==> config.mk <==
export PLATFORM = sky130hd
export DESIGN_NAME = single_wire_humidity_sensor_reader_flat
export DESIGN_NICKNAME = d
export VERILOG_FILES = /design/src/rtl/swhr_pkg.sv /design/src/rtl/swhr_req_if.sv /design/src/rtl/swhr_rsp_if.sv /design/src/rtl/swhr_csr.sv /design/src/rtl/swhr_core.sv /design/src/rtl/single_wire_humidity_sensor_reader.sv /design/src/flat_wrapper.sv
export SDC_FILE = /design/constraint.sdc
export NUM_CORES = 1
export LEC_CHECK = 0
export ABC_AREA = 0
export BUFFER_PORTS_ARGS = -buffer_cell sky130_fd_sc_hd__buf_2
export CORE_MARGIN = 2
export CORE_UTILIZATION = 50
export DETAILED_ROUTE_END_ITERATION = 8
export PLACE_DENSITY = 0.73
export SYNTH_ARGS = -nofsm -noshare
export SYNTH_HDL_FRONTEND = slang
export SYNTH_SLANG_ARGS = --single-unit
==> constraint.sdc <==
create_clock -name clock -period 6.5 [get_ports clock]
set_clock_uncertainty 0.1 [all_clocks]
set_input_delay 1.95 -clock clock [delete_from_list [all_inputs] [get_ports clock]]
set_output_delay 1.95 -clock clock [all_outputs]
set_load 0.005 [all_outputs]
==> src/rtl/swhr_pkg.sv <==
// Package with the shared constants, codes and types of the single-wire sensor reader.
`default_nettype none
package swhr_pkg;

   // Frame geometry
   localparam int FRAME_BITS  = 40;
   localparam int BIT_COUNT_W = $clog2(FRAME_BITS);
   localparam int BYTE_W      = 8;

   // Field widths
   localparam int MODE_W     = 2;
   localparam int LINE_W     = 4;
   localparam int INTERVAL_W = 16;
   localparam int PHASE_W    = 3;
   localparam int TICK_W     = 8;

   // Configuration port
   localparam int CSR_INDEX_W = 3;
   localparam int CSR_DATA_W  = 16;

   localparam logic [CSR_INDEX_W-1:0] CSR_START_LOW_MS      = 3'd0;
   localparam logic [CSR_INDEX_W-1:0] CSR_ACK_LIMIT_US      = 3'd1;
   localparam logic [CSR_INDEX_W-1:0] CSR_RESPONSE_LIMIT_US = 3'd2;
   localparam logic [CSR_INDEX_W-1:0] CSR_BIT_LIMIT_US      = 3'd3;
   localparam logic [CSR_INDEX_W-1:0] CSR_ONE_THRESHOLD_US  = 3'd4;
   localparam logic [CSR_INDEX_W-1:0] CSR_LINE_NUMBER       = 3'd5;

   // Register reset values
   localparam logic [TICK_W-1:0]     START_LOW_MS_RST      = 8'd19;
   localparam logic [INTERVAL_W-1:0] ACK_LIMIT_US_RST      = 16'd50;
   localparam logic [INTERVAL_W-1:0] RESPONSE_LIMIT_US_RST = 16'd200;
   localparam logic [INTERVAL_W-1:0] BIT_LIMIT_US_RST      = 16'd140;
   localparam logic [INTERVAL_W-1:0] ONE_THRESHOLD_US_RST  = 16'd100;
   localparam logic [LINE_W-1:0]     LINE_NUMBER_RST       = 4'd0;

   // Event codes
   localparam logic [MODE_W-1:0] MODE_START = 2'd0;
   localparam logic [MODE_W-1:0] MODE_TICK  = 2'd1;
   localparam logic [MODE_W-1:0] MODE_EDGE  = 2'd2;

   // Phase codes
   localparam logic [PHASE_W-1:0] PH_IDLE  = 3'd0;
   localparam logic [PHASE_W-1:0] PH_START = 3'd1;
   localparam logic [PHASE_W-1:0] PH_ACK   = 3'd2;
   localparam logic [PHASE_W-1:0] PH_RESP  = 3'd3;
   localparam logic [PHASE_W-1:0] PH_DATA  = 3'd4;
   localparam logic [PHASE_W-1:0] PH_READY = 3'd5;
   localparam logic [PHASE_W-1:0] PH_ERROR = 3'd6;

   localparam logic [TICK_W-1:0] TICK_MAX = '1;

   typedef struct packed {
      logic [TICK_W-1:0]     start_low_ms;
      logic [INTERVAL_W-1:0] ack_limit_us;
      logic [INTERVAL_W-1:0] response_limit_us;
      logic [INTERVAL_W-1:0] bit_limit_us;
      logic [INTERVAL_W-1:0] one_threshold_us;
      logic [LINE_W-1:0]     line_number;
   } cfg_type;

   typedef struct packed {
      logic [MODE_W-1:0]     mode;
      logic [LINE_W-1:0]     edge_line;
      logic [INTERVAL_W-1:0] edge_interval_us;
   } event_type;

endpackage
`default_nettype wire

==> src/rtl/swhr_req_if.sv <==
// Interface of the event channel into the sensor reader.
`default_nettype none
interface swhr_req_if;
   import swhr_pkg::*;

   logic                  valid;
   logic                  ready;
   logic [MODE_W-1:0]     mode;
   logic [LINE_W-1:0]     edge_line;
   logic [INTERVAL_W-1:0] edge_interval_us;

   modport source (output valid, output mode, output edge_line, output edge_interval_us,
                   input ready);
   modport sink   (input valid, input mode, input edge_line, input edge_interval_us,
                   output ready);
endinterface
`default_nettype wire

==> src/rtl/swhr_rsp_if.sv <==
// Interface of the result channel out of the sensor reader.
`default_nettype none
interface swhr_rsp_if;
   import swhr_pkg::*;

   logic               valid;
   logic               ready;
   logic [PHASE_W-1:0] phase;
   logic               drive_low;
   logic               clear_interval_timer;
   logic               data_ready;
   logic [BYTE_W-1:0]  humidity_whole;
   logic [BYTE_W-1:0]  humidity_tenths;
   logic [BYTE_W-1:0]  temperature_whole;
   logic [BYTE_W-1:0]  temperature_tenths;

   modport source (output valid, output phase, output drive_low, output clear_interval_timer,
                   output data_ready, output humidity_whole, output humidity_tenths,
                   output temperature_whole, output temperature_tenths, input ready);
   modport sink   (input valid, input phase, input drive_low, input clear_interval_timer,
                   input data_ready, input humidity_whole, input humidity_tenths,
                   input temperature_whole, input temperature_tenths, output ready);
endinterface
`default_nettype wire

==> src/rtl/swhr_csr.sv <==
// Configuration registers of the sensor reader.
`default_nettype none
module swhr_csr (
   input  wire logic                              clock,
   input  wire logic                              reset,
   input  wire logic                              csr_wr_en,
   input  wire logic [swhr_pkg::CSR_INDEX_W-1:0]  csr_index,
   input  wire logic [swhr_pkg::CSR_DATA_W-1:0]   csr_wdata,
   output swhr_pkg::cfg_type                      cfg
);
   import swhr_pkg::*;

   cfg_type cfg_ff;
   cfg_type cfg_in;

   always_comb begin
      cfg_in = cfg_ff;
      if (csr_wr_en) begin
         case (csr_index)
            CSR_START_LOW_MS:      cfg_in.start_low_ms      = csr_wdata[TICK_W-1:0];
            CSR_ACK_LIMIT_US:      cfg_in.ack_limit_us      = csr_wdata[INTERVAL_W-1:0];
            CSR_RESPONSE_LIMIT_US: cfg_in.response_limit_us = csr_wdata[INTERVAL_W-1:0];
            CSR_BIT_LIMIT_US:      cfg_in.bit_limit_us      = csr_wdata[INTERVAL_W-1:0];
            CSR_ONE_THRESHOLD_US:  cfg_in.one_threshold_us  = csr_wdata[INTERVAL_W-1:0];
            CSR_LINE_NUMBER:       cfg_in.line_number       = csr_wdata[LINE_W-1:0];
            default:               cfg_in = cfg_ff;
         endcase
      end
   end

   always_ff @(posedge clock) begin
      if (reset) begin
         cfg_ff.start_low_ms      <= START_LOW_MS_RST;
         cfg_ff.ack_limit_us      <= ACK_LIMIT_US_RST;
         cfg_ff.response_limit_us <= RESPONSE_LIMIT_US_RST;
         cfg_ff.bit_limit_us      <= BIT_LIMIT_US_RST;
         cfg_ff.one_threshold_us  <= ONE_THRESHOLD_US_RST;
         cfg_ff.line_number       <= LINE_NUMBER_RST;
      end else begin
         cfg_ff <= cfg_in;
      end
   end

   assign cfg = cfg_ff;
endmodule
`default_nettype wire

==> src/rtl/swhr_core.sv <==
// Protocol state, frame shift register and result register of the sensor reader.
`default_nettype none
module swhr_core (
   input  wire logic                 clock,
   input  wire logic                 reset,
   input  wire swhr_pkg::cfg_type    cfg,
   input  wire logic                 evt_valid,
   input  wire swhr_pkg::event_type  evt,
   output logic                      evt_take,
   swhr_rsp_if.source                rsp
);
   import swhr_pkg::*;

   logic [PHASE_W-1:0]     phase_ff, phase_in;
   logic [TICK_W-1:0]      tick_ff, tick_in;
   logic [BIT_COUNT_W-1:0] bit_count_ff, bit_count_in;
   logic [FRAME_BITS-1:0]  frame_ff, frame_in;
   logic [4*BYTE_W-1:0]    reading_ff, reading_in;
   logic                   clear_timer;
   logic [TICK_W-1:0]      tick_inc;
   logic [FRAME_BITS-1:0]  frame_shift;
   logic [BYTE_W-1:0]      byte_sum;

   logic                   out_valid_ff;
   logic [PHASE_W-1:0]     out_phase_ff;
   logic                   out_clear_ff;
   logic [4*BYTE_W-1:0]    out_reading_ff;

   assign evt_take = evt_valid && (!out_valid_ff || rsp.ready);

   assign tick_inc    = (tick_ff != TICK_MAX) ? tick_ff + 1'b1 : tick_ff;
   assign frame_shift = {frame_ff[FRAME_BITS-2:0],
                         (evt.edge_interval_us > cfg.one_threshold_us)};
   // Bytes 0..3 sit at the top of the frame, the check byte at the bottom.
   assign byte_sum = frame_shift[FRAME_BITS-1 -: BYTE_W] + frame_shift[FRAME_BITS-9 -: BYTE_W]
                   + frame_shift[FRAME_BITS-17 -: BYTE_W] + frame_shift[FRAME_BITS-25 -: BYTE_W];

   always_comb begin
      phase_in     = phase_ff;
      tick_in      = tick_ff;
      bit_count_in = bit_count_ff;
      frame_in     = frame_ff;
      reading_in   = reading_ff;
      clear_timer  = 1'b0;
      case (evt.mode)
         MODE_START: begin
            phase_in = PH_START;
            tick_in  = '0;
         end
         MODE_TICK: begin
            if (phase_ff == PH_START) begin
               if (tick_inc >= cfg.start_low_ms) begin
                  phase_in    = PH_ACK;
                  tick_in     = '0;
                  clear_timer = 1'b1;
               end else begin
                  tick_in = tick_inc;
               end
            end
         end
         MODE_EDGE: begin
            if (evt.edge_line == cfg.line_number) begin
               clear_timer = 1'b1;
               case (phase_ff)
                  PH_ACK: begin
                     phase_in = (evt.edge_interval_us > cfg.ack_limit_us) ? PH_ERROR : PH_RESP;
                  end
                  PH_RESP: begin
                     if (evt.edge_interval_us > cfg.response_limit_us) begin
                        phase_in = PH_ERROR;
                     end else begin
                        phase_in     = PH_DATA;
                        frame_in     = '0;
                        bit_count_in = '0;
                     end
                  end
                  PH_DATA: begin
                     if (evt.edge_interval_us > cfg.bit_limit_us) begin
                        phase_in = PH_ERROR;
                     end else begin
                        frame_in     = frame_shift;
                        bit_count_in = bit_count_ff + 1'b1;
                        if (bit_count_ff >= BIT_COUNT_W'(FRAME_BITS - 1)) begin
                           if (byte_sum == frame_shift[BYTE_W-1:0]) begin
                              reading_in = frame_shift[FRAME_BITS-1:BYTE_W];
                              phase_in   = PH_READY;
                           end else begin
                              phase_in = PH_ERROR;
                           end
                        end
                     end
                  end
                  default: phase_in = phase_ff;
               endcase
            end
         end
         default: phase_in = phase_ff;
      endcase
   end

   always_ff @(posedge clock) begin
      if (reset) begin
         phase_ff     <= PH_IDLE;
         tick_ff      <= '0;
         bit_count_ff <= '0;
         frame_ff     <= '0;
         reading_ff   <= '0;
         out_valid_ff <= 1'b0;
      end else begin
         if (evt_take) begin
            phase_ff     <= phase_in;
            tick_ff      <= tick_in;
            bit_count_ff <= bit_count_in;
            frame_ff     <= frame_in;
            reading_ff   <= reading_in;
            out_valid_ff <= 1'b1;
         end else if (rsp.ready) begin
            out_valid_ff <= 1'b0;
         end
      end
   end

   always_ff @(posedge clock) begin
      if (evt_take) begin
         out_phase_ff   <= phase_in;
         out_clear_ff   <= clear_timer;
         out_reading_ff <= reading_in;
      end
   end

   assign rsp.valid                = out_valid_ff;
   assign rsp.phase                = out_phase_ff;
   assign rsp.drive_low            = (out_phase_ff == PH_START);
   assign rsp.clear_interval_timer = out_clear_ff;
   assign rsp.data_ready           = (out_phase_ff == PH_READY);
   assign rsp.humidity_whole       = out_reading_ff[4*BYTE_W-1 -: BYTE_W];
   assign rsp.humidity_tenths      = out_reading_ff[3*BYTE_W-1 -: BYTE_W];
   assign rsp.temperature_whole    = out_reading_ff[2*BYTE_W-1 -: BYTE_W];
   assign rsp.temperature_tenths   = out_reading_ff[BYTE_W-1 -: BYTE_W];
endmodule
`default_nettype wire

==> src/rtl/single_wire_humidity_sensor_reader.sv <==
// Top level of the single-wire humidity and temperature sensor reader.
//
//   Channel   Direction  Handshake        Carries
//   req_ch    in         valid / ready    mode, edge_line, edge_interval_us
//   rsp_ch    out        valid / ready    phase, line control and last good reading
//   csr_*     in         csr_wr_en only   register index and write data
//
// Each event passes through the input register and then through the protocol update into the
// result register. A new event is accepted every cycle unless the result side stalls;
// the single protocol state register, updated once per event, sets that rate.
// Reset is synchronous and returns the phase to idle and the registers to their defaults.
// When the result side stalls, the result register holds and the input register holds
// one further event; the input channel then deasserts ready until space frees.
`default_nettype none
module single_wire_humidity_sensor_reader (
   input  wire logic                             clock,
   input  wire logic                             reset,
   swhr_req_if.sink                              req_ch,
   swhr_rsp_if.source                            rsp_ch,
   input  wire logic                             csr_wr_en,
   input  wire logic [swhr_pkg::CSR_INDEX_W-1:0] csr_index,
   input  wire logic [swhr_pkg::CSR_DATA_W-1:0]  csr_wdata
);
   import swhr_pkg::*;

   cfg_type   cfg;
   logic      in_valid_ff;
   event_type in_evt_ff;
   logic      evt_take;

   // The input register refills whenever it is empty or its event moves on this cycle.
   assign req_ch.ready = !in_valid_ff || evt_take;

   always_ff @(posedge clock) begin
      if (reset) begin
         in_valid_ff <= 1'b0;
      end else if (req_ch.ready) begin
         in_valid_ff <= req_ch.valid;
      end
   end

   always_ff @(posedge clock) begin
      if (req_ch.valid && req_ch.ready) begin
         in_evt_ff.mode             <= req_ch.mode;
         in_evt_ff.edge_line        <= req_ch.edge_line;
         in_evt_ff.edge_interval_us <= req_ch.edge_interval_us;
      end
   end

   swhr_csr u_csr (
      .clock     (clock),
      .reset     (reset),
      .csr_wr_en (csr_wr_en),
      .csr_index (csr_index),
      .csr_wdata (csr_wdata),
      .cfg       (cfg)
   );

   // The core applies the event to the protocol state and loads the result register.
   swhr_core u_core (
      .clock     (clock),
      .reset     (reset),
      .cfg       (cfg),
      .evt_valid (in_valid_ff),
      .evt       (in_evt_ff),
      .evt_take  (evt_take),
      .rsp       (rsp_ch)
   );

`ifndef SYNTHESIS
   // A buffered event that cannot move on must stay buffered.
   a_in_held : assert property (@(posedge clock) disable iff (reset)
      (in_valid_ff && !evt_take) |=> in_valid_ff)
      else $error("buffered event lost");

   // A start event always yields a start-low result in the following cycle.
   a_start_result : assert property (@(posedge clock) disable iff (reset)
      (evt_take && in_evt_ff.mode == MODE_START) |=>
      (rsp_ch.valid && rsp_ch.phase == PH_START && rsp_ch.drive_low))
      else $error("start event did not reach start-low phase");

   // The ready flag reflects the ready phase exactly.
   a_ready_flag : assert property (@(posedge clock) disable iff (reset)
      rsp_ch.valid |-> (rsp_ch.data_ready == (rsp_ch.phase == PH_READY)))
      else $error("data_ready disagrees with phase");

   // A moved event always leaves a result waiting on the output side.
   a_take_fills : assert property (@(posedge clock) disable iff (reset)
      evt_take |=> rsp_ch.valid)
      else $error("processed event produced no result");
`endif
endmodule
`default_nettype wire
==> src/flat_wrapper.sv <==
// flat-port wrapper written by rule: the top's interface ports become plain ports
module single_wire_humidity_sensor_reader_flat import swhr_pkg::*;
  (clock, reset, csr_wr_en, csr_index, csr_wdata, req_ch_valid, req_ch_mode, req_ch_edge_line, req_ch_edge_interval_us, req_ch_ready, rsp_ch_valid, rsp_ch_phase, rsp_ch_drive_low, rsp_ch_clear_interval_timer, rsp_ch_data_ready, rsp_ch_humidity_whole, rsp_ch_humidity_tenths, rsp_ch_temperature_whole, rsp_ch_temperature_tenths, rsp_ch_ready);
  swhr_req_if req_ch_i ();
  swhr_rsp_if rsp_ch_i ();
  input  wire logic clock;
  input  wire logic reset;
  input  wire logic csr_wr_en;
  input  wire logic [swhr_pkg::CSR_INDEX_W-1:0] csr_index;
  input  wire logic [swhr_pkg::CSR_DATA_W-1:0] csr_wdata;
  input wire logic [$bits(req_ch_i.valid)-1:0] req_ch_valid;
  input wire logic [$bits(req_ch_i.mode)-1:0] req_ch_mode;
  input wire logic [$bits(req_ch_i.edge_line)-1:0] req_ch_edge_line;
  input wire logic [$bits(req_ch_i.edge_interval_us)-1:0] req_ch_edge_interval_us;
  output wire logic [$bits(req_ch_i.ready)-1:0] req_ch_ready;
  output wire logic [$bits(rsp_ch_i.valid)-1:0] rsp_ch_valid;
  output wire logic [$bits(rsp_ch_i.phase)-1:0] rsp_ch_phase;
  output wire logic [$bits(rsp_ch_i.drive_low)-1:0] rsp_ch_drive_low;
  output wire logic [$bits(rsp_ch_i.clear_interval_timer)-1:0] rsp_ch_clear_interval_timer;
  output wire logic [$bits(rsp_ch_i.data_ready)-1:0] rsp_ch_data_ready;
  output wire logic [$bits(rsp_ch_i.humidity_whole)-1:0] rsp_ch_humidity_whole;
  output wire logic [$bits(rsp_ch_i.humidity_tenths)-1:0] rsp_ch_humidity_tenths;
  output wire logic [$bits(rsp_ch_i.temperature_whole)-1:0] rsp_ch_temperature_whole;
  output wire logic [$bits(rsp_ch_i.temperature_tenths)-1:0] rsp_ch_temperature_tenths;
  input wire logic [$bits(rsp_ch_i.ready)-1:0] rsp_ch_ready;
  assign req_ch_i.valid = req_ch_valid;
  assign req_ch_i.mode = req_ch_mode;
  assign req_ch_i.edge_line = req_ch_edge_line;
  assign req_ch_i.edge_interval_us = req_ch_edge_interval_us;
  assign req_ch_ready = req_ch_i.ready;
  assign rsp_ch_valid = rsp_ch_i.valid;
  assign rsp_ch_phase = rsp_ch_i.phase;
  assign rsp_ch_drive_low = rsp_ch_i.drive_low;
  assign rsp_ch_clear_interval_timer = rsp_ch_i.clear_interval_timer;
  assign rsp_ch_data_ready = rsp_ch_i.data_ready;
  assign rsp_ch_humidity_whole = rsp_ch_i.humidity_whole;
  assign rsp_ch_humidity_tenths = rsp_ch_i.humidity_tenths;
  assign rsp_ch_temperature_whole = rsp_ch_i.temperature_whole;
  assign rsp_ch_temperature_tenths = rsp_ch_i.temperature_tenths;
  assign rsp_ch_i.ready = rsp_ch_ready;
  single_wire_humidity_sensor_reader u_core (.clock(clock), .reset(reset), .req_ch(req_ch_i), .rsp_ch(rsp_ch_i), .csr_wr_en(csr_wr_en), .csr_index(csr_index), .csr_wdata(csr_wdata));
endmodule
==> results of run 1 <==
## flip-flops by register name, indices dropped and copies added (netlist names)
signal	count
u_core.in_evt_ff	22
u_core.in_valid_ff	1
u_core.u_core.bit_count_ff	6
u_core.u_core.frame_ff	39
u_core.u_core.out_reading_ff	32
u_core.u_core.phase_ff	3
u_core.u_core.reading_ff	32
u_core.u_core.rsp.clear_interval_timer	1
u_core.u_core.rsp.phase	3
u_core.u_core.rsp.valid	1
u_core.u_core.tick_ff	8
u_core.u_csr.cfg	76
## routing by layer
metal,up-vias,track usage (%),part of all wire [%]
met3,62,3.48,5.7
met2,292,36.5,45
li1,4487,-,-
met5,-,0,0
met4,0,7.67,3.2
met1,4383,31.6,46
## worst reg2reg max path, delay by kind of cell, from the launching register on
kind            cells  cell delay, ps
compound gates      2             630
xor+xnor            2             290
fa+ha+maj           4            1660
buf+inv             2             100
flops               1             360
mux                 1             540
simple gates        2             960
## cell type report
cell class                      count  share of cell area, %
Clock buffer                       32                   5.18
Sequential cell                   224                   39.7
Tap cell                          285                   2.79
Multi-Input combinational cell    855                   45.0
Timing Repair Buffer               96                   4.00
Inverter                           84                   2.47
Clock inverter                     12                  0.911
## cell usage in the layout (no fill, tap or decap), types with 25 or more instances in the layout
cell type / n
o21ai_0: 92
dfxtp_1: 166
ha_1: 85
nand3_1: 43
nor2_1: 39
nand2_1: 163
buf_2: 84
clkbuf_16: 25
inv_1: 83
a21oi_1: 170
nand4_1: 54
mux2_2: 26
edfxtp_1: 58
## power groups by stage
stage / clock network (mW) / logic, mW / registers, mW
2_1_floorplan: 0 / 0.127 / 1.51
3_3_place_gp: 0 / 0.200 / 1.51
3_5_place_dp: 0 / 0.205 / 1.51
4_1_cts: 1.38 / 0.207 / 1.48
5_1_grt: 1.43 / 0.232 / 1.49
6_report: 1.36 / 0.207 / 1.48
## stage by stage
stage	power (mW)	setup WS (ps)	hold WS [ps]	area [µm²]	util, %
floorplan	1.64	2040	336	11400	-
global placement	1.71	1690	342	12000	53.3
detailed placement	1.72	1530	347	12000	53.3
CTS	3.07	1590	354	12800	56.7
global route	3.15	1330	367	12800	56.7
finish	3.05	1600	353	12800	56.7
## worst paths after layout
| check | from | to | depth (start not counted) |
|---|---|---|---|
| min | u_core.u_csr.cfg[45] | u_core.u_csr.cfg[45] | 2 |
| min reg2reg | u_core.u_csr.cfg[45] | u_core.u_csr.cfg[45] | 2 |
| max | u_core.u_core.frame_ff[8] | u_core.u_core.out_reading_ff[30] | 13 |
| max reg2reg | u_core.u_core.frame_ff[8] | u_core.u_core.out_reading_ff[30] | 13 |
## cell families after synthesis
kind of cell	count (synthesis)	share of synthesized area (%)
compound gates	335	17.0
buf+inv	156	5.37
simple gates	359	15.1
flops	224	44.5
mux	38	3.98
xor+xnor	24	2.25
fa+ha+maj	99	11.8
==> results.json, run 1 <==
{
  "clk_latency_ps": 520,
  "gr-total-overflow": 0,
  "switching_power_uw": 720,
  "htreeDepth": 1,
  "path_clk_slew_ps": 70,
  "syn_avg_cell_area_um2": 9.22,
  "cts_root_buffer": "clkbuf_16",
  "synth.largest_area_cell": "dfxtp_1",
  "cts_made_buffers": 25,
  "cts.hold.buffers_added": 0,
  "antenna_found_initial": 0,
  "p_sw_share_pct": 23.6,
  "peakVddDrop_mv": 0.193,
  "num_rows": 55,
  "hold_viol": 0,
  "placed_cells": 1544,
  "syn-num-nets": 1380,
  "worst-slew-pin-transition_ps": 1190,
  "synth_top_area_share_pct": 29.2,
  "hold_path_class": "register to register",
  "grt_pass1_wl_mm": 44.7,
  "synth.area.top_cells": "dfxtp_1 29%, edfxtp_1 15%, ha_1 9.3%, a21oi_1 7.5%, nand2_1 5.4%",
  "synth-seq-cells": 224,
  "drive_gt1_share_pct": 13.4,
  "critPathKind": "register to register",
  "dr.pass1.iters": 5,
  "cp.required_ps": 6670,
  "regArea_um2": 5060,
  "start_util_pct": 50.6,
  "combPwrFrac_pct": 6.8,
  "cp_data_arrival_time_ps": 5060,
  "multi_input_area_um2": 5740,
  "vias": 9224,
  "die_w_um": 155,
  "p_clk_share_pct": 44.6,
  "timing.critical_path.buf_inv": 2,
  "syn_area_um2": 11400,
  "max_stage_delay_ps": 630,
  "slew_headroom_pct": 20.4,
  "die_h_um": 155,
  "yosys_warnings": 0,
  "fp.coreArea_um2": 22500,
  "setup-tns-final_ps": 0,
  "synthArstFlopShare_pct": 0,
  "rsz0062_at_grt": "false",
  "startpoint_type": "register",
  "groute.usage.overall_pct": 22.8,
  "n_fill_cell": 1902,
  "post-route-period-util_pct": 75.3,
  "totalWireLength_mm": 27.5,
  "maxCapViolations": 0,
  "setup_viol": 0,
  "grt_max_degree": 64,
  "nets": 1431,
  "synth_edf_count": 58,
  "synth_flop_cell": "dfxtp_1",
  "cts_tree": "built",
  "cp-end-kind": "register",
  "yosys-top-cells-count": "170 x a21oi_1, 166 x dfxtp_1, 163 x nand2_1, 92 x o21ai_0, 85 x ha_1",
  "synth.most_common_cell": "a21oi_1",
  "internal_power_mw": 2.33,
  "ys_seq_area_share_pct": 44.5,
  "final_max_slew_viol_count": 0,
  "first_iter_violations": 721,
  "port_buffers": 85,
  "r2r_slack_ps": 1600,
  "ys_types": 61,
  "cts.sinks": 224,
  "netlist_instances": 1235,
  "status": "completed",
  "gp_congestion": 0.844,
  "clock_path_buffers": 3,
  "place_hpwl_mm": 18.0,
  "cp_slowest_cell": "nand4_4",
  "wl_per_cell_um": 17.3,
  "first_global_vias": 8675,
  "cts_resized": 0,
  "critical-path-top-delay-family": "adder cells",
  "routed_via_density": 5.81,
  "dieArea_um2": 24000,
  "area_growth_pct": 12.1,
  "ant_nets": 0,
  "stdcell_count": 1588,
  "antenna_cells": 0,
  "drc": 0,
  "min_period_ps": 4900,
  "power_frac_seq_pct": 48.6,
  "post-cts-setup-buffers": 0,
  "io_pins": 86,
  "p_per_area_nw_per_um2": 239,
  "path_max_fanout": 32,
  "max_freq_mhz": 204,
  "crit_top_cell": "fa_1",
  "p_leak_nw": 4.92,
  "crit_chain": "fa_1, inv_1, fa_1, inv_1, ha_1, fa_1, xnor2_1, xnor2_1, nor4_1, o2111ai_2, a211oi_4, nand4_4, mux2_2"
}
(Power assumes the default switching activity.)
==> inputs of run 2 (changes only) <==
--- a/config.mk
+++ b/config.mk
@@ -5,12 +5,12 @@
 export SDC_FILE = /design/constraint.sdc
 export NUM_CORES = 1
 export LEC_CHECK = 0
-export ABC_AREA = 0
+export ABC_AREA = 1
 export BUFFER_PORTS_ARGS = -buffer_cell sky130_fd_sc_hd__buf_2
 export CORE_MARGIN = 2
 export CORE_UTILIZATION = 50
 export DETAILED_ROUTE_END_ITERATION = 8
-export PLACE_DENSITY = 0.73
+export PLACE_DENSITY = 0.76
 export SYNTH_ARGS = -nofsm -noshare
 export SYNTH_HDL_FRONTEND = slang
 export SYNTH_SLANG_ARGS = --single-unit
==> constraint.sdc (replaced) <==
create_clock -name clock -period 4.17 [get_ports clock]
set_clock_uncertainty 0.1 [all_clocks]
set_input_delay 1.251 -clock clock [delete_from_list [all_inputs] [get_ports clock]]
set_output_delay 1.251 -clock clock [all_outputs]
set_load 0.005 [all_outputs]
==> run 2 against run 1 <==
Sequential share of layout area fell by 1.1 points. First-iteration DRC count fell by 27%. Utilization rose by 1.2 points. Wire length fell by 8.1%. Cell area rose by 2.8%. Sequential power rose by 59%. Count of clock-buffer cells in the layout rose by 7. Via count fell by 0.60%. Register-to-register slack got worse by 1300 ps. Hold slack improved by 4.0 ps.
==> results.json, run 2 <==
{
  "status": "completed",
  "num_rows": 55,
  "postLayoutSetupSlackWorst_ps": 325,
  "netlist_instances": 1384,
  "final_util_pct": 58.0,
  "final_common_cell": "inv_1",
  "peakVddDrop_mv": 0.310,
  "antenna_cells": 0,
  "synth.most_common_cell": "inv_1",
  "nets": 1607,
  "syn_area_um2": 11600,
  "start_util_pct": 51.1,
  "path_clk_slew_ps": 60,
  "die_w_um": 156,
  "hold_path_class": "register to register",
  "groute.usage.overall_pct": 21.3,
  "critPathCapture": "u_core.u_core.out_reading_ff[7]",
  "layout_common_cells": "215 x inv_1, 166 x dfxtp_1, 164 x nand2_1",
  "power_mw": 5.05,
  "synth.largest_area_cell": "dfxtp_1",
  "syn-num-nets": 1529,
  "min_period_ps": 3850,
  "post-route-period-util_pct": 92.2,
  "r2r_slack_ps": 320,
  "grt_max_degree": 85,
  "yosys_warnings": 0,
  "slew_headroom_pct": 28.8,
  "critPathLaunch": "u_core.u_core.frame_ff[8]",
  "ant_nets": 0,
  "syn_avg_cell_area_um2": 8.35,
  "path_max_fanout": 12,
  "routed_via_density": 5.19,
  "clk_latency_ps": 520,
  "htreeDepth": 1,
  "rsz0062_at_grt": "false",
  "ys_types": 45,
  "synth_flop_cell": "dfxtp_1",
  "drc": 0,
  "synth_top_family_by_area": "simple AND/OR/NAND/NOR gates",
  "hold_viol": 0,
  "post-cts-setup-buffers": 0,
  "clock_path_buffers": 3,
  "dieArea_um2": 24400,
  "final_max_slew_viol_count": 0,
  "setup_viol": 0,
  "gp_congestion": 0.850,
  "dr.pass1.iters": 4,
  "worst-slew-pin-transition_ps": 1060,
  "timing.rr.start": "u_core.u_core.frame_ff[8]",
  "die_h_um": 156,
  "startpoint_type": "register",
  "first_global_vias": 8921,
  "maxCapViolations": 0,
  "synth_edf_count": 58,
  "cts_tree": "built",
  "synth_fa_ha_area_share_pct": 11.6,
  "io_pins": 86,
  "vias": 9169,
  "gr-total-overflow": 0,
  "grt_pass1_wl_mm": 42.7,
  "first_iter_violations": 527,
  "port_buffers": 85,
  "cts_made_buffers": 25,
  "synthMuxAreaShare_pct": 0,
  "cp-end-kind": "register",
  "synth.area.top_cells": "dfxtp_1 29%, edfxtp_1 15%, ha_1 9.2%, inv_1 7.0%, nand2_1 5.3%",
  "p_per_area_nw_per_um2": 385,
  "wl_per_cell_um": 14.3,
  "antenna_found_initial": 0,
  "synthArstFlopShare_pct": 0,
  "yosys-top-cells-count": "216 x inv_1, 166 x dfxtp_1, 164 x nand2_1, 130 x nor2_1, 116 x o21ai_0",
  "synth-seq-cells": 224,
  "max_freq_mhz": 260,
  "fp.coreArea_um2": 22600,
  "synth_top_area_share_pct": 28.7,
  "r2r_end": "u_core.u_core.out_reading_ff[7]",
  "hold_slack_ps": 357,
  "cts_root_buffer": "clkbuf_16",
  "cp_data_arrival_time_ps": 4020,
  "pre_cts_slack_ps": 286,
  "area_growth_pct": 13.6,
  "drive_gt1_share_pct": 16.0,
  "setup-tns-final_ps": 0,
  "rr_worst_depth": 19,
  "synth-simple-area-share_pct": 18.8,
  "place_hpwl_mm": 17.5,
  "cp.required_ps": 4350,
  "synth_compound_area_share_pct": 15.4,
  "p_leak_nw": 5.87,
  "totalWireLength_mm": 25.3,
  "synth_xor_xnor_area_share_pct": 1.29,
  "cts.sinks": 224,
  "critPathKind": "register to register",
  "largest_reg_flops": 76,
  "ys_seq_area_share_pct": 43.8
}
==> run 2: report_power, final <==
group	switching (mW)	total (mW)	internal [mW]
Clock	0.873	2.23	1.36
Sequential	0.0443	2.36	2.32
Combinational	0.289	0.454	0.165
Total	1.21	5.05	3.85
==> run 2: cells by family (layout without fill, tap and decap cells) <==
kind of cell / count (synthesis) / after routing
flip-flops: 224 / 224
adder cells (fa/ha/maj): 99 / 99
buffers and inverters: 270 / 367
AND/OR/NAND/NOR: 468 / 468
XOR/XNOR: 17 / 17
AO/OA/AOI/OAI: 306 / 306
==> run 2: layout make-up <==
class | instances | area [µm²]
Inverter | 220 | 828
Fill cell | 1973 | 9510
Clock inverter | 7 | 70.1
Timing Repair Buffer | 101 | 571
Multi-Input combinational cell | 890 | 5450
Sequential cell | 224 | 5060
Tap cell | 285 | 357
Clock buffer | 39 | 788
==> run 2: per-stage QoR <==
stage          std cells  cell area (µm²)
2_1_floorplan       1384            11600
3_5_place_dp        1720            12300
3_3_place_gp        1720            12300
6_report            1766            13100
4_1_cts             1766            13100
5_1_grt             1766            13100
==> run 2: layer usage <==
metal  share of wire, %  GRT usage, %
met2                 45          34.8
met5                  0             0
met4                1.9          5.55
met3                4.8          3.11
met1                 48          29.6
==> run 2: worst min-delay path by stage <==
stage	from	end	slack, ps	cells after the start
detailed placement	u_core.u_csr.cfg[17]	u_core.u_csr.cfg[17]	350	2
global placement	u_core.u_csr.cfg[5]	u_core.u_csr.cfg[5]	350	2
floorplan	u_core.u_csr.cfg[15]	u_core.u_csr.cfg[15]	340	2
global route	u_core.u_csr.cfg[55]	u_core.u_csr.cfg[55]	370	2
finish	u_core.u_csr.cfg[21]	u_core.u_csr.cfg[21]	360	2
CTS	u_core.u_csr.cfg[55]	u_core.u_csr.cfg[55]	360	2
==> run 2: worst max-delay path, cell delays in order (launching register included) <==
cell and delay (ps):
dfxtp_1 360, fa_1 550, inv_1 60, fa_1 490
inv_1 40, ha_1 220, fa_1 430, nand3_1 120
nand2_1 60, nand2_1 80, nand2_1 50, nand2_1 50
nand2_1 60, nor2_1 90, nand3_1 120, nor2_4 190
buf_4 220, nand3_1 130, nand2_2 150, inv_1 40
==> run 2: repair_timing <==
item / CTS / global route
resized for setup: 0 / 1
setup endpoints to repair: 0 / 58
hold buffers: 0 / 0
endpoints found under the hold margin: 0 / 0
==> inputs of run 3 (changes only) <==
--- a/config.mk
+++ b/config.mk
@@ -10,7 +10,8 @@
 export CORE_MARGIN = 2
 export CORE_UTILIZATION = 50
 export DETAILED_ROUTE_END_ITERATION = 8
-export PLACE_DENSITY = 0.76
+export MAX_ROUTING_LAYER = met4
+export PLACE_DENSITY = 0.73
 export SYNTH_ARGS = -nofsm -noshare
 export SYNTH_HDL_FRONTEND = slang
 export SYNTH_SLANG_ARGS = --single-unit
==> constraint.sdc (replaced) <==
create_clock -name clock -period 4.55 [get_ports clock]
set_clock_uncertainty 0.1 [all_clocks]
set_input_delay 1.365 -clock clock [delete_from_list [all_inputs] [get_ports clock]]
set_output_delay 1.365 -clock clock [all_outputs]
set_load 0.005 [all_outputs]
==> run 3 against run 2 <==
Wire length increased by 0.38%. Final cell count fell by 0.23%. Non-clock buffer count fell by 5. Combinational power down 9.7%. First-iteration DRC count up 4.7%. Hold slack improved by 0.85 ps. Total power down 9.1%. Via count is 0.31% lower. Critical path type unchanged. Count of clock-buffer cells in the layout is 2 higher. Cell area fell by 0.48%. Setup slack improved by 98 ps. Sequential power down 8%.
==> results.json, run 3 (synthesized netlist as in run 2, its figures left out) <==
{
  "wl_per_cell_um": 14.4,
  "cts.sinks": 224,
  "hold_path_class": "register to register",
  "grt_max_degree": 84,
  "cp_slowest_cell": "fa_1",
  "timing.critical_path.buf_inv": 2,
  "antenna_cells": 0,
  "hold_slack_ps": 358,
  "dieArea_um2": 24400,
  "io_pins": 86,
  "clock_path_buffers": 3,
  "first_iter_violations": 552,
  "clk_latency_ps": 520,
  "largest_reg_flops": 76,
  "num_rows": 55,
  "vias": 9141,
  "die_h_um": 156,
  "cts.hold.buffers_added": 0,
  "cts_made_buffers": 26,
  "worst-slew-pin-transition_ps": 1060,
  "place_area_um2": 12200,
  "drive_gt1_share_pct": 15.4,
  "routed_via_density": 5.19,
  "cts_resized": 0,
  "totalWireLength_mm": 25.4,
  "critical-path-top-delay-family": "simple AND/OR/NAND/NOR gates",
  "startpoint_type": "register",
  "hold_viol": 0,
  "groute.usage.overall_pct": 21.6,
  "n_fill_cell": 2001,
  "max_stage_delay_ps": 540,
  "design_area_um2": 13100,
  "area_growth_pct": 13.0,
  "crit_top_cell": "nand2_1",
  "setup-tns-final_ps": 0,
  "path_max_fanout": 32,
  "crit_chain": "fa_1, inv_1, fa_1, inv_1, ha_1, fa_1, nand3_1, nand2_1, nand2_1, nand2_1, nand2_1, nand2_1, nor2_1, nand3_1, nor2_4, nand2_4, nand2_2, nand2_1, a21oi_2",
  "critPathKind": "register to register",
  "grt_pass1_wl_mm": 42.0,
  "peakVddDrop_mv": 0.265,
  "path_clk_slew_ps": 60,
  "stdcell_count": 1762,
  "gr-total-overflow": 0,
  "place_hpwl_mm": 17.6,
  "slew_headroom_pct": 29.0,
  "nets": 1603,
  "maxCapViolations": 0,
  "htreeDepth": 1,
  "final_max_slew_viol_count": 0,
  "post-cts-setup-buffers": 0,
  "ant_nets": 0,
  "cts_root_buffer": "clkbuf_16",
  "status": "completed",
  "p_per_area_nw_per_um2": 352,
  "dr.pass1.iters": 5,
  "layout_common_cells": "215 x inv_1, 166 x dfxtp_1, 164 x nand2_1",
  "p_leak_nw": 5.85,
  "die_w_um": 156,
  "cp_data_arrival_time_ps": 4480,
  "final_common_cell": "inv_1",
  "post-route-period-util_pct": 90.7,
  "rsz0062_at_grt": "false",
  "cp-end-kind": "register",
  "port_buffers": 85,
  "fp.coreArea_um2": 22600,
  "setup_viol": 0,
  "max_freq_mhz": 242,
  "placed_cells": 1715,
  "drc": 0,
  "first_global_vias": 8645,
  "cp.required_ps": 4910,
  "gp_congestion": 0.875,
  "cts_tree": "built",
  "start_util_pct": 51.1,
  "min_period_ps": 4130,
  "antenna_found_initial": 0
}
## run 3: cell types whose count changed in the layout (fill, tap and decap cells not counted), sizes merged
cell / before / now
bufinv: 1 / 0
clkinv: 4 / 5
buf: 101 / 96
inv: 222 / 221
clkbuf: 39 / 41
## run 3: path summary, 6_finish.rpt
path	slack (ps)	depth (start not counted)	to	start
min	360	2	u_core.u_csr.cfg[21]	u_core.u_csr.cfg[21]
max	420	19	u_core.u_core.reading_ff[18]	u_core.u_core.frame_ff[8]
max reg2reg	420	19	u_core.u_core.reading_ff[18]	u_core.u_core.frame_ff[8]
min reg2reg	360	2	u_core.u_csr.cfg[21]	u_core.u_csr.cfg[21]
## run 3: where the power goes
group	switching [mW]	internal, mW
clock network	0.800	1.22
logic	0.262	0.149
registers	0.0407	2.13
total	1.10	3.49
## run 3: final cells by class
cell class	instances	area, µm²	share of cell area [%]
Clock buffer	41	810	6.19
Clock inverter	6	32.5	0.249
Inverter	220	828	6.34
Multi-Input combinational cell	890	5440	41.7
Sequential cell	224	5060	38.8
Tap cell	285	357	2.73
Timing Repair Buffer	96	533	4.08
## run 3: metrics by stage
stage / utilization (%) / total power, mW / setup WS, ps
3_3_place_gp: 54.0 / 2.60 / 558
6_report: 57.7 / 4.59 / 423
2_1_floorplan: - / 2.48 / 1010
5_1_grt: 57.7 / 4.79 / 72.6
3_5_place_dp: 54.0 / 2.62 / 424
4_1_cts: 57.7 / 4.63 / 409
## run 3: worst reg2reg max path, stage by stage, from the launching register on
cell     delay, ps
dfxtp_1        350
fa_1           540
inv_1           50
fa_1           500
inv_1           40
ha_1           210
fa_1           430
nand3_1        120
nand2_1         60
nand2_1         80
nand2_1         50
nand2_1         50
nand2_1         60
nor2_1         100
nand3_1        120
nor2_4         380
nand2_4        440
nand2_2        180
nand2_1        100
a21oi_2        120
## run 3: layer usage
layer	vias to the layer above	GRT usage (%)	wire, µm
li1	4698	-	-
met5	-	-	0
met4	0	4.67	440
met2	189	33.7	11300
met1	4221	30.3	12500
met3	33	2.64	1170
